**src/rtl/frs_pkg.sv**
```systemverilog
// Shared constants, sideband structs and rounding helper for the Schlick
// Fresnel reflectance pipeline. No dependencies.
package frs_pkg;

  localparam logic [16:0] ONE_Q16 = 17'd65536;

  // Divider and square root widths
  localparam int NUM_A_W   = 49;  // d^2 << 17
  localparam int DEN_A_W   = 34;  // (from + to)^2
  localparam int NUM_B_W   = 49;  // from^2 * (1 - c^2)
  localparam int DEN_B_W   = 32;  // to^2
  localparam int QUOT_W    = 18;
  localparam int SQRT_IN_W = 34;
  localparam int ROOT_W    = 17;

  // Front end result handed to the two dividers
  typedef struct packed {
    logic [NUM_A_W-1:0] num_a;
    logic [DEN_A_W-1:0] den_a;
    logic [NUM_B_W-1:0] num_b;
    logic [DEN_B_W-1:0] den_b;
    logic [16:0]        c;
    logic               dense;
    logic               tir;
    logic [16:0]        base;
  } front_t;

  // Carried alongside the sin^2 divider
  typedef struct packed {
    logic [16:0] c;
    logic        dense;
    logic        tir;
    logic [16:0] base;
    logic        den_zero;
  } div_side_t;

  // Carried alongside the square root and into the shading stages
  typedef struct packed {
    logic [16:0] r0;
    logic [16:0] c;
    logic        dense;
    logic        tir;
    logic [16:0] base;
  } shade_side_t;

  // Round a Q2.32 product to Q1.16
  function automatic logic [16:0] rnd16(input logic [33:0] v);
    logic [34:0] t;
    t = {1'b0, v} + 35'd32768;
    return t[32:16];
  endfunction

endpackage

```
**src/rtl/frs_shade.sv**
```systemverilog
// Back end: (1 - c)^5, Schlick sum and base reflectance blend over six
// stages. Uses frs_pkg.
module frs_shade
  import frs_pkg::*;
(
  input  logic              clk,
  input  logic              rst,
  input  logic              en,
  input  logic              in_valid,
  input  logic [ROOT_W-1:0] root,
  input  shade_side_t       side,
  output logic              out_valid,
  output logic [16:0]       reflectance,
  output logic              total_internal
);

  logic v0, v1, v2, v3, v4, v5;
  logic [16:0] s0_x, s1_x, s2_x;
  logic [16:0] s1_p2, s2_p4, s3_p5, s4_schlick;
  logic [16:0] s0_r0, s1_r0, s2_r0, s3_r0;
  logic [16:0] s0_b, s1_b, s2_b, s3_b, s4_b;
  logic        s0_t, s1_t, s2_t, s3_t, s4_t;
  logic [16:0] c_fin;
  logic [17:0] schlick_sum;
  logic [17:0] res_sum;

  assign c_fin       = side.dense ? root : side.c;
  assign schlick_sum = {1'b0, s3_r0} + {1'b0, rnd16(34'(ONE_Q16 - s3_r0) * 34'(s3_p5))};
  assign res_sum     = {1'b0, s4_b} + {1'b0, rnd16(34'(ONE_Q16 - s4_b) * 34'(s4_schlick))};

  // Advance the valid bits
  always_ff @(posedge clk) begin
    if (rst) begin
      v0 <= 1'b0; v1 <= 1'b0; v2 <= 1'b0; v3 <= 1'b0; v4 <= 1'b0; v5 <= 1'b0;
    end else if (en) begin
      v0 <= in_valid; v1 <= v0; v2 <= v1; v3 <= v2; v4 <= v3; v5 <= v4;
    end
  end

  always_ff @(posedge clk) begin
    if (en) begin
      s0_x  <= ONE_Q16 - c_fin;
      s0_r0 <= side.r0;
      s0_b  <= side.base;
      s0_t  <= side.tir;
      // Powers of 1 - c
      s1_p2 <= rnd16(34'(s0_x) * 34'(s0_x));
      s1_x  <= s0_x; s1_r0 <= s0_r0; s1_b <= s0_b; s1_t <= s0_t;
      s2_p4 <= rnd16(34'(s1_p2) * 34'(s1_p2));
      s2_x  <= s1_x; s2_r0 <= s1_r0; s2_b <= s1_b; s2_t <= s1_t;
      s3_p5 <= rnd16(34'(s2_p4) * 34'(s2_x));
      s3_r0 <= s2_r0; s3_b <= s2_b; s3_t <= s2_t;
      // Schlick sum, saturated
      s4_schlick <= (schlick_sum > 18'(ONE_Q16)) ? ONE_Q16 : schlick_sum[16:0];
      s4_b <= s3_b; s4_t <= s3_t;
      // Blend with the base, force one on total internal reflection
      if (s4_t) begin
        reflectance <= ONE_Q16;
      end else begin
        reflectance <= (res_sum > 18'(ONE_Q16)) ? ONE_Q16 : res_sum[16:0];
      end
      total_internal <= s4_t;
    end
  end

  assign out_valid = v5;

endmodule

```
**config.mk**
```make
export PLATFORM = sky130hd
export DESIGN_NAME = frs_shade
export DESIGN_NICKNAME = d
export VERILOG_FILES = /design/src/rtl/frs_pkg.sv /design/src/rtl/frs_shade.sv
export SDC_FILE = /design/constraint.sdc
export NUM_CORES = 2
export LEC_CHECK = 0
export ABC_CLOCK_PERIOD_IN_PS = 15400
export BUFFER_PORTS_ARGS = -buffer_cell sky130_fd_sc_hd__clkbuf_2
export CORE_MARGIN = 2
export CORE_UTILIZATION = 25
export DETAILED_ROUTE_END_ITERATION = 10
export SKIP_CTS_REPAIR_TIMING = 1
export SYNTH_ARGS = -nofsm -noshare
export SYNTH_HDL_FRONTEND = slang
export SYNTH_SLANG_ARGS = --single-unit
```
**constraint.sdc**
```tcl
create_clock -name clk -period 15.4 [get_ports clk]
set_input_delay 3.08 -clock clk [delete_from_list [all_inputs] [get_ports clk]]
set_output_delay 3.08 -clock clk [all_outputs]
set_load 0.03 [all_outputs]
```
==> results.md <==
* Final Hold Viols at 0
* Worst EP required at 15830 ps
* Cell repeated most along the worst path: fa_1
* Number of global-route vias before repair at 42100
* Initial Utilization at 0.251
* CP max stage delay at 530 ps
* Placed cells at 8741
* Vias at 37300
* Yosys cell types at 74
* TritonCTS clock tree: built
* Avg WL per Cell at 14.5 um
* I/O Pins at 93
* Floorplan core area at 230000 um2
* Busiest grt layer: met2
* FP Rows at 176
* Vias per Instance at 4.23
* Post-synth top area share at 0.412
* Layout cell share with drive strength beyond 1 at 0.0390
* Cell taking the most area after synthesis: fa_1
* Detail Placement HPWL at 104000 um
* Fin. max-slew vios at 0
* Met1 Usage GRT at 0.144
* Cells after Synth at 5754
* Most frequent cells in the layout: inv_1, fa_1, and2_1
* Met2 Use GR at 0.200
* H-tree depth at 2
* Crit-path leading delay family: adder cells
* Syn Nets at 7586
* Setup TNS at 0 ps
* Top FF cell, synth: edfxtp_1
* Worst Hold Margin at 414 ps
* Tmin final at 10460 ps
* Port-buffer cells at 92
* Worst-margin pin slew at 1080 ps
* DRT Pass-1 Iters at 5
* CTS Root Cell: clkbuf_16
* Worst skew pair latency at 630 ps
* GRT Total Usage at 0.112
* CP Launch Type: flop
* # nets final at 7590
* Die ar. at 235000 um2
* Area growth, synth to finish at 9.27%
* Peak Freq at 95.6 MHz
* Worst-path maximum fanout at 17
* CP arrival at 10890 ps
* RSZ-0062 raised after global routing: no
* Clock skew at 41.4 ps
* WHS Path Cells at 0
* Final wirelength at 128000 um
* Die Ht at 485 um
* Worst R2R Path Depth at 37
* Final weighted congestion in routability-driven placement at 0.853
* Clock Sinks at 301
* Most common cell after layout, fill and taps aside: inv_1
* # Max-Cap Violations at 0
* Crit path kind: reg2reg
* Initial antenna violation count at 2
* EDFF count, synth at 295
* First-pass GRT wire length at 215000 um
* Largest cells by area after synthesis: fa_1, edfxtp_1, ha_1, inv_1, and2_1
* CTS Buf Count at 41
* Synthesized area at 57800 um2
* Chip Width at 485 um
* CTS clk-pin slew, worst paths at 60 ps
* Drt drc at 0
* Min-delay worst type: reg2reg
* Worst path depth at 37
* Count of final setup violators at 0
* DRT antenna net count at 0
* Slowest CP cell: fa_1
* Remaining Overflow, GRT at 0
* Synthesis-stage register bit count at 301
* CTS max path bufs at 3
* Avg Cell Area, Syn at 10.0 um2
* Final cell count without fillers at 8815
* GRT met3 Usage at 0.0141
* Max transition margin at 0.277
* Share of synthesized flip-flops with an asynchronous set or reset at 0
* Iteration-0 DRC Markers at 1778
* Syn. warnings at 0
* Fin crit share at 0.679
* CP Capture Type: flop
* Largest net degree at the start of global routing at 170
* Status: finished clean
* Buf/Inv on CP at 5
* Post-synthesis sequential area ratio at 0.155
[metal layers]
| metal | routed length (um) | part of all wire | up-vias |
|---|---|---|---|
| li1 | - | - | 17200 |
| met1 | 56600 | 0.44 | 19200 |
| met2 | 64200 | 0.50 | 700 |
| met3 | 5310 | 0.041 | 145 |
| met4 | 2090 | 0.016 | 0 |
| met5 | 0 | 0 | - |
[worst reg2reg max path: cells and delay by family, from the launching register on]
kind | cells | cell delay, ps
fa+ha+maj | 8 | 3480
compound gates | 13 | 3030
simple gates | 8 | 2260
flops | 1 | 470
buf+inv | 5 | 450
xor+xnor | 2 | 310
mux | 1 | 270
[cells by family (layout without fill, tap and decap cells)]
group / Yosys count / in the layout / share of synthesized area
and+or+nand+nor: 1510 / 1510 / 0.133
other: 0 / 1 / 0
buffers and inverters: 1668 / 1702 / 0.108
muxes: 28 / 28 / 0.00489
xor gates and xnor gates: 205 / 205 / 0.0312
adders and majority gates: 1758 / 1758 / 0.535
DFF: 301 / 301 / 0.155
AOI/OAI and AO/OA: 284 / 284 / 0.0325
[per-stage QoR]
| step | util | worst slack [ps] | cell area (um2) |
|---|---|---|---|
| 6_report | 0.275 | 4940 | 63200 |
| 5_1_grt | 0.275 | 4180 | 63200 |
| 4_1_cts | 0.275 | 4960 | 63200 |
| 3_5_place_dp | 0.269 | 5010 | 61800 |
| 3_3_place_gp | 0.269 | 5350 | 61800 |
| 2_1_floorplan | - | 6070 | 57800 |
[cells in the mapped netlist, types with 7 or more instances]
| cell type | number |
|---|---|
| a211oi_1 | 8 |
| a21boi_0 | 7 |
| a21o_1 | 39 |
| a21oi_1 | 88 |
| a31oi_1 | 8 |
| and2_1 | 604 |
| and3_1 | 12 |
| clkbuf_1 | 159 |
| edfxtp_1 | 295 |
| fa_1 | 1191 |
| ha_1 | 567 |
| inv_1 | 1500 |
| mux2i_1 | 26 |
| nand2_1 | 588 |
| nand2b_1 | 12 |
| nand3_1 | 16 |
| nand4_1 | 14 |
| nor2_1 | 135 |
| nor2b_1 | 18 |
| nor3_1 | 49 |
| nor3b_1 | 7 |
| o211ai_1 | 7 |
| o21a_1 | 17 |
| o21ai_0 | 47 |
| o21bai_1 | 7 |
| or2_2 | 11 |
| or3_1 | 10 |
| xnor2_1 | 130 |
| xor2_1 | 74 |
[final timing paths]
check	startpoint	end	slack [ps]
hold / removal	s1_r0[14]	s2_r0[14]	410
hold reg to reg	s1_r0[14]	s2_r0[14]	410
setup / recovery	s4_b[5]	reflectance[13]	4940
setup reg to reg	s4_b[5]	reflectance[13]	4940
[final cells by class]
type	instances	area [um2]
inverters	1500	5630
repair buffers	129	761
clock inverters	28	357
multi-input cells	3785	42600
fillers	24200	167000
well taps	3026	3790
clock buffers	45	1040
diodes	1	2.50
flip-flops and latches	301	8980
Power is not shown: default switching activity piles up to over one toggle a cycle in this logic, so the estimate is an artifact.
