--- src/rtl/frs_sqrt.sv ---
// Pipelined digit-by-digit integer square root, one root bit per stage.
// Depends on nothing outside this file.
module frs_sqrt #(
  parameter int V_W    = 34,
  parameter int R_W    = 17,
  parameter int SIDE_W = 1
) (
  input  logic              clk,
  input  logic              rst,
  input  logic              en,
  input  logic              in_valid,
  input  logic [V_W-1:0]    radicand,
  input  logic [SIDE_W-1:0] side,
  output logic              out_valid,
  output logic [R_W-1:0]    root,
  output logic [SIDE_W-1:0] out_side
);

  logic [V_W-1:0]    rem [R_W];
  logic [V_W-1:0]    res [R_W];
  logic [SIDE_W-1:0] sd  [R_W];
  logic              vld [R_W];

  for (genvar k = 0; k < R_W; k++) begin : g_stage
    localparam logic [V_W-1:0] BIT = V_W'(1) << (2 * (R_W - 1 - k));
    logic [V_W-1:0]    rem_prev;
    logic [V_W-1:0]    res_prev;
    logic [SIDE_W-1:0] side_prev;
    logic              valid_prev;
    logic [V_W:0]      sum;
    logic              take;

    if (k == 0) begin : g_first
      assign rem_prev   = radicand;
      assign res_prev   = '0;
      assign side_prev  = side;
      assign valid_prev = in_valid;
    end else begin : g_next
      assign rem_prev   = rem[k-1];
      assign res_prev   = res[k-1];
      assign side_prev  = sd[k-1];
      assign valid_prev = vld[k-1];
    end

    // Accept the root bit if the remainder covers it
    assign sum  = {1'b0, res_prev} + {1'b0, BIT};
    assign take = {1'b0, rem_prev} >= sum;

    always_ff @(posedge clk) begin
      if (rst) begin
        vld[k] <= 1'b0;
      end else if (en) begin
        vld[k] <= valid_prev;
      end
    end

    always_ff @(posedge clk) begin
      if (en) begin
        rem[k] <= take ? V_W'({1'b0, rem_prev} - sum) : rem_prev;
        res[k] <= take ? V_W'((res_prev >> 1) + BIT) : (res_prev >> 1);
        sd[k]  <= side_prev;
      end
    end
  end

  assign out_valid = vld[R_W-1];
  assign root      = res[R_W-1][R_W-1:0];
  assign out_side  = sd[R_W-1];

endmodule

--- config.mk ---
export PLATFORM = sky130hd
export DESIGN_NAME = frs_sqrt
export DESIGN_NICKNAME = d
export VERILOG_FILES = /design/src/rtl/frs_sqrt.sv
export SDC_FILE = /design/constraint.sdc
export NUM_CORES = 1
export LEC_CHECK = 0
export BUFFER_PORTS_ARGS = -buffer_cell sky130_fd_sc_hd__buf_4
export CAP_MARGIN = 20
export CORE_MARGIN = 2
export CORE_UTILIZATION = 63
export DETAILED_ROUTE_END_ITERATION = 7
export PLACE_DENSITY = 0.85
export SLEW_MARGIN = 20
export SYNTH_ARGS = -nofsm -noshare
export SYNTH_HDL_FRONTEND = slang
export SYNTH_SLANG_ARGS = --single-unit
--- constraint.sdc ---
create_clock -name clk -period 3.5 [get_ports clk]
set_input_delay 0.7 -clock clk [delete_from_list [all_inputs] [get_ports clk]]
set_output_delay 0.7 -clock clk [all_outputs]
set_load 0.05 [all_outputs]
==> results.md, run 1 <==
- Die Wd: 236 um
- Storage element area: 22000 sq um
- Flops & latches, synth: 731
- DRT iter0 DRCs: 1491
- Drt wl/cell: 19.6 um
- Synthesis-to-finish area growth: 11.4%
- Yosys top cell by area: edfxtp_1
- Antenna Violating Nets Remaining: 0
- H-tree depth: 3
- Pin count of the biggest net entering global routing: 123
- Clk sinks: 731
- Drt pass-1 iters: 6
- Tot GR Track Use: 24.5%
- I/O pin count: 58
- Setup bufs post-CTS: 0
- Synth Warn #: 0
- Area occupied by multi-input gates: 11000 sq um
- Syn Inst Count: 2558
- Routability Congestion: 0.966
- Internal: 17.2 mW
- CTS tree: built
- Slew @ Worst Pin: 1.04 ns
- Hold WC Path Type: in2reg
- Syn avg cell area: 13.3 sq um
- Fill cells: 3346
- Worst-Skew Late Latency: 0.61 ns
- Net Count, Synth: 2763
- Flop pwr share: 50.2%
- WP data arrival: 3.70 ns
- Final worst path period share: 95.4%
- Core Footprint: 53600 sq um
- Initial core utilization: 63.3%
- Commonest cells in the netlist: 731 x edfxtp_1, 212 x inv_1, 166 x ha_1, 166 x nand2_1, 132 x nor2_1
- Final Hold Viols: 0
- First-pass GRT wire length: 108 mm
- Most used standard cell by instance count after synthesis: edfxtp_1
- RSZ-0062 raised after global routing: false
- CTS clk-pin slew, worst paths: 0.06 ns
- Clk buf depth: 3
- Num CTS Buffers: 74
- Final wirelength: 67.3 mm
- Port Buffers: 57
- Clock skew: 0.0202 ns
- Die Area: 55800 sq um
- Ys async rst share: 0%
- Power density over the cells: 615 nW/um^2
- Register area share after synthesis: 64.6%
- Crit path capture type: flop
- Switching power: 6.06 mW
- Critical Path Source Type: flop
- EDFF count, synth: 731
- Row cnt: 85
- Via Count: 20800
- Vias in the first global route: 21700
- WP data required: 3.86 ns
- Max-cap violations: 0
- Most used flip-flop cell after synthesis: edfxtp_1
- Combinational power share: 15.9%
- Layout cells sized above 1: 8.90%
- Min setup slack post-route: 0.162 ns
- Pre-CTS WS: 0.193 ns
- Synth top area share: 64.6%
- Final min period: 3.34 ns
- Status: finished, final reports clean
- Remaining Overflow, GRT: 0
- Final setup violation count: 0
- Post-layout util: 70.6%
- Chip height: 236 um
- Distinct cells, synth: 86
- Nets: 2887
- Crit Path Max Fanout: 4
- Clk network pwr share: 34.0%
- Vias per inst: 6.04
- Fmax: 300 MHz
- Root Driver: clkbuf_16
- Slew HR: 29.9%
- Hpwl dp: 47.6 mm
- Slew Viols, Final: 0
- Synthesized area: 34000 sq um
- Initial antenna violation count: 1
- Lkg Pwr: 14.3 nW
- Worst vdd ir: 0.662 mV
- Critical path class: reg2reg
- Sw Share: 26.1%
- Setup TNS: 0 ns
- Top post-synthesis cells by area: edfxtp_1 65%, ha_1 6.1%, xor2_1 2.9%
- DRC viols: 0
cell usage in the layout (no fill, tap or decap), types with 18 or more instances in the layout:
cell,synthesis,routed
a21oi_1,101,100
a211oi_1,18,18
nor3_1,82,82
or3_1,22,22
nand3_1,35,35
nand4_1,38,38
and2_1,26,26
xnor2_1,104,104
ha_1,166,166
buf_4,3,79
nor4b_1,24,24
a21o_1,40,40
edfxtp_1,731,731
nand2b_1,23,23
inv_1,212,212
clkbuf_16,0,76
nor2_1,132,132
nor4_1,70,69
nand2_1,166,166
o31ai_1,19,19
xor2_1,112,112
o21a_1,38,38
o21ai_0,122,122
cells by family (layout without fill, tap and decap cells):
family,Yosys count,count (layout),share of synthesized area (%)
adder cells (fa/ha/maj),166,166,6.12
flip-flops,731,731,64.6
AO/OA/AOI/OAI,445,445,8.59
other,0,2,0
multiplexers,30,30,0.969
buffers and inverters,252,435,2.91
AND/OR/NAND/NOR,718,718,11.2
XOR/XNOR,216,216,5.57
worst max-delay path, stage by stage, from the launching register on:
cell and delay (ns):
edfxtp_1 0.40, ha_1 0.39, or4bb_1 0.49, nor4_1 0.76, a311oi_1 0.23, o21a_1 0.20
a21oi_1 0.26, nand4_1 0.18, xnor2_1 0.17
per-stage QoR:
stage               power [mW]  cell area [sq um]  cells  hold WS [ns]
floorplan                 14.2              34000   2558         0.400
global placement          15.2              35400   3302         0.403
detailed placement        15.4              35400   3302         0.405
CTS                       23.3              37800   3437         0.230
global route              24.2              37800   3437         0.239
finish                    23.2              37800   3439         0.260
power groups by stage:
stage	sequential [mW]	clock (mW)	combinational [mW]
after floorplan	11.6	0	2.64
after global placement	11.8	0	3.41
after detailed placement	11.8	0	3.60
after CTS	11.6	8.01	3.65
after global routing	11.8	8.36	4.08
final	11.7	7.90	3.69
area by class of cell:
class,instances,area share [%]
antenna,2,0.0132
clock buffer,91,5.18
clock inverter,44,1.25
inverter,214,2.12
multi-input combinational,1575,29.2
sequential,731,58.0
tap,696,2.30
timing repair buffer,86,1.93
layer usage:
layer  share of wire (%)  GRT usage [%]  wire, um  up-vias
met5                   0              0         0        -
met4                 5.1           12.4      3460        0
met3                 3.9           3.66      2660      210
met2                  56           48.1     37600      663
met1                  35           24.8     23600    10000
li1                    -              -         -     9853
repair_timing:
| item | 4_1_cts | 5_1_grt |
|---|---|---|
| gates resized for setup | 0 | 1 |
| endpoints found under the hold margin | 0 | 0 |
| setup endpoints to repair | 0 | 5 |
| hold buffers | 0 | 0 |
flip-flops by register name, summed over array words and instances, names as in the netlist:
signal,count
res,153
rem,544
sd,17
vld,17
worst paths after layout:
| path | start | to | slack, ns | depth (start not counted) |
|---|---|---|---|---|
| worst max-delay path | rem[0][257] | rem[0][304] | 0.16 | 8 |
| worst min-delay path | radicand[31] | rem[0][31] | 0.26 | 1 |
| worst max register to register | rem[0][257] | rem[0][304] | 0.16 | 8 |
| worst min register to register | sd[1][6] | sd[1][7] | 0.41 | 0 |
No activity file was read; power rests on OpenSTA's default activity.
==> run 2, diff against run 1 <==
Settings changed: CORE_UTILIZATION 63 to 50, PLACE_DENSITY 0.85 to 0.71, RECOVER_POWER from default to 50.
==> results.md, run 2 (synthesis gave the netlist of run 1 again) <==
- Slew Viols, Final: 180 (+180)
- First-pass GRT wire length: 104 mm (-4.1%)
- Clk buf depth: 3 (unchanged)
- RR Startpoint: rem[0][481]
- Chip height: 265 um (+12%)
- Initial core utilization: 50.6% (-13 points)
- Drt pass-1 iters: 7 (+1)
- Final Hold Viols: 0 (unchanged)
- Internal reg-to-reg setup slack: 0.23 ns (+0.06 ns)
- Die Wd: 265 um (+12%)
- Final setup violation count: 0 (unchanged)
- HP Start: radicand[20]
- Power density over the cells: 611 nW/um^2 (-0.54%)
- Routability Congestion: 0.935 (-3.2%)
- Area occupied by multi-input gates: 11000 sq um (about the same)
- Nets: 2890 (+0.10%)
- Tot GR Track Use: 18.5% (-6.0 points)
- Antenna cells: 0 (-2)
- Final wirelength: 64.0 mm (-5.0%)
- Cells on Worst Hold Path: 1 (unchanged)
- Storage element area: 22000 sq um (unchanged)
- CTS clk-pin slew, worst paths: 0.06 ns (about the same)
- Via Count: 20100 (-3.1%)
- Drt wl/cell: 17.7 um (-9.8%)
- WP data arrival: 3.63 ns (-0.07 ns)
- Critical path class: reg2reg
- Hold WC Path Type: in2reg
- Slew HR: -9.01% (-39 points)
- Lkg Pwr: 14.3 nW (about the same)
- DRC viols: 0 (unchanged)
- Largest Register: rem
- Hold EP: rem[0][20]
- Status: finished, violations left
- Vias per inst: 5.56 (-7.9%)
- Clk sinks: 731 (unchanged)
- Worst-Skew Late Latency: 0.64 ns (+0.03 ns)
- Largest regs: rem x544, res x153
- R2r worst-path depth: 9 (+1)
- Vias in the first global route: 20700 (-4.5%)
- Commonest non-fill, non-tap cell in the layout: edfxtp_1
- Remaining Overflow, GRT: 0 (unchanged)
- H-tree depth: 3 (unchanged)
- RSZ-0062 raised after global routing: false
- Row cnt: 95 (+12%)
- WP data required: 3.86 ns (about the same)
- Critical Path Source Type: flop
- Crit-path cells: ha_1, a21oi_1, a21oi_1, o311a_1, o211ai_1, and3_1, clkinv_1, and3_1, xor2_1
- Setup TNS: 0 ns (unchanged)
- I/O pin count: 58 (unchanged)
- Hpwl dp: 46.1 mm (-3.1%)
- Slew @ Worst Pin: 1.64 ns (+0.592 ns)
- Final min period: 3.27 ns (-0.0636 ns)
- Crit Path Max Fanout: 8 (+4)
- Port Buffers: 57 (unchanged)
- Largest stage delay, worst path: 0.42 ns (-0.34 ns)
- Clock skew: 0.0283 ns (+0.00810 ns)
- Min Hold Slack: 0.254 ns (-0.00667 ns)
- DRT iter0 DRCs: 1381 (-7.4%)
- Final worst path period share: 93.5% (-1.8 points)
- Initial antenna violation count: 0 (-1)
- Num CTS Buffers: 76 (+2.7%)
- Crit path capture type: flop
- Max-cap violations: 2 (+2)
- Fmax: 305 MHz (+1.9%)
- Most frequent cells in the layout: 731 x edfxtp_1, 212 x inv_1, 166 x nand2_1, 166 x ha_1, 132 x nor2_1
- Max reg flops: 544 (unchanged)
- Failing checks: max-capacitance violations, max-slew violations
- Layout cells sized above 1: 8.52% (-0.38 points)
- CTS tree: built
- Root Driver: clkbuf_16
- Antenna Violating Nets Remaining: 0 (unchanged)
- Core Footprint: 67200 sq um (+25%)
- Die Area: 70000 sq um (+26%)
- Fill cells: 5192 (+55%)
- Pin count of the biggest net entering global routing: 127 (+3.3%)
- Worst R2R End: rem[0][534]
- Slowest cell on the critical path: edfxtp_1
- Synthesis-to-finish area growth: 12.1%
- Worst vdd ir: 0.495 mV (-25%)
-- run 2: report_power, final --
group / internal [mW] / switching [mW]
Clock: 4.65 / 3.40
Sequential: 11.0 / 0.679
Combinational: 1.56 / 2.04
-- run 2: cell type report --
type / instances / area share, %
Timing Repair Buffer: 87 / 1.73
Clock buffer: 90 / 5.13
Multi-Input combinational cell: 1575 / 29.0
Tap cell: 873 / 2.87
Sequential cell: 731 / 57.7
Inverter: 214 / 2.11
Clock inverter: 50 / 1.54
-- run 2: layer usage --
metal  up-vias  GRT usage (%)  part of all wire (%)  wire length [um]
met2       395           36.4                    55             35400
met1      9713           19.0                    37             23700
met3       164           2.94                   3.1              2010
met4         0           8.32                   4.4              2820
met5         -              0                     0                 0
li1       9858              -                     -                 -
-- run 2: per-stage QoR --
stage                     cell area [sq um]  worst slack, ns  total power, mW  instances  util [%]
after global placement                35600            0.265             15.2       3480      53.0
after detailed placement              35600            0.230             15.4       3480      53.0
after CTS                             38100            0.146             23.5       3620      56.8
after global routing                  38100           0.0904             24.4       3620      56.7
final                                 38100            0.226             23.3       3620      56.7
after floorplan                       34000            0.737             14.2       2558         -
-- run 2: worst max path at each step --
| stage | start | cells after the start | to | slack (ns) |
|---|---|---|---|---|
| final | rem[0][481] | 9 | rem[0][534] | 0.23 |
| after detailed placement | rem[0][415] | 10 | rem[0][464] | 0.23 |
| after global routing | rem[0][480] | 8 | rem[0][532] | 0.09 |
| after CTS | rem[0][415] | 10 | rem[0][464] | 0.15 |
| after global placement | rem[0][415] | 10 | rem[0][464] | 0.26 |
| after floorplan | rem[0][322] | 9 | rem[0][362] | 0.74 |
-- run 2: worst max-delay path: cells and delay by family (launching register included) --
| kind | cells | cell delay, ns |
|---|---|---|
| flops | 1 | 0.42 |
| buf+inv | 1 | 0.35 |
| compound gates | 4 | 1.10 |
| fa+ha+maj | 1 | 0.41 |
| xor+xnor | 1 | 0.13 |
| simple gates | 2 | 0.62 |
-- run 2: repair_timing --
action,in CTS,in global routing
hold buffers,0,0
resized for setup,0,1
endpoints found under the hold margin,0,0
setup buffers,0,0
setup endpoints to repair,0,1
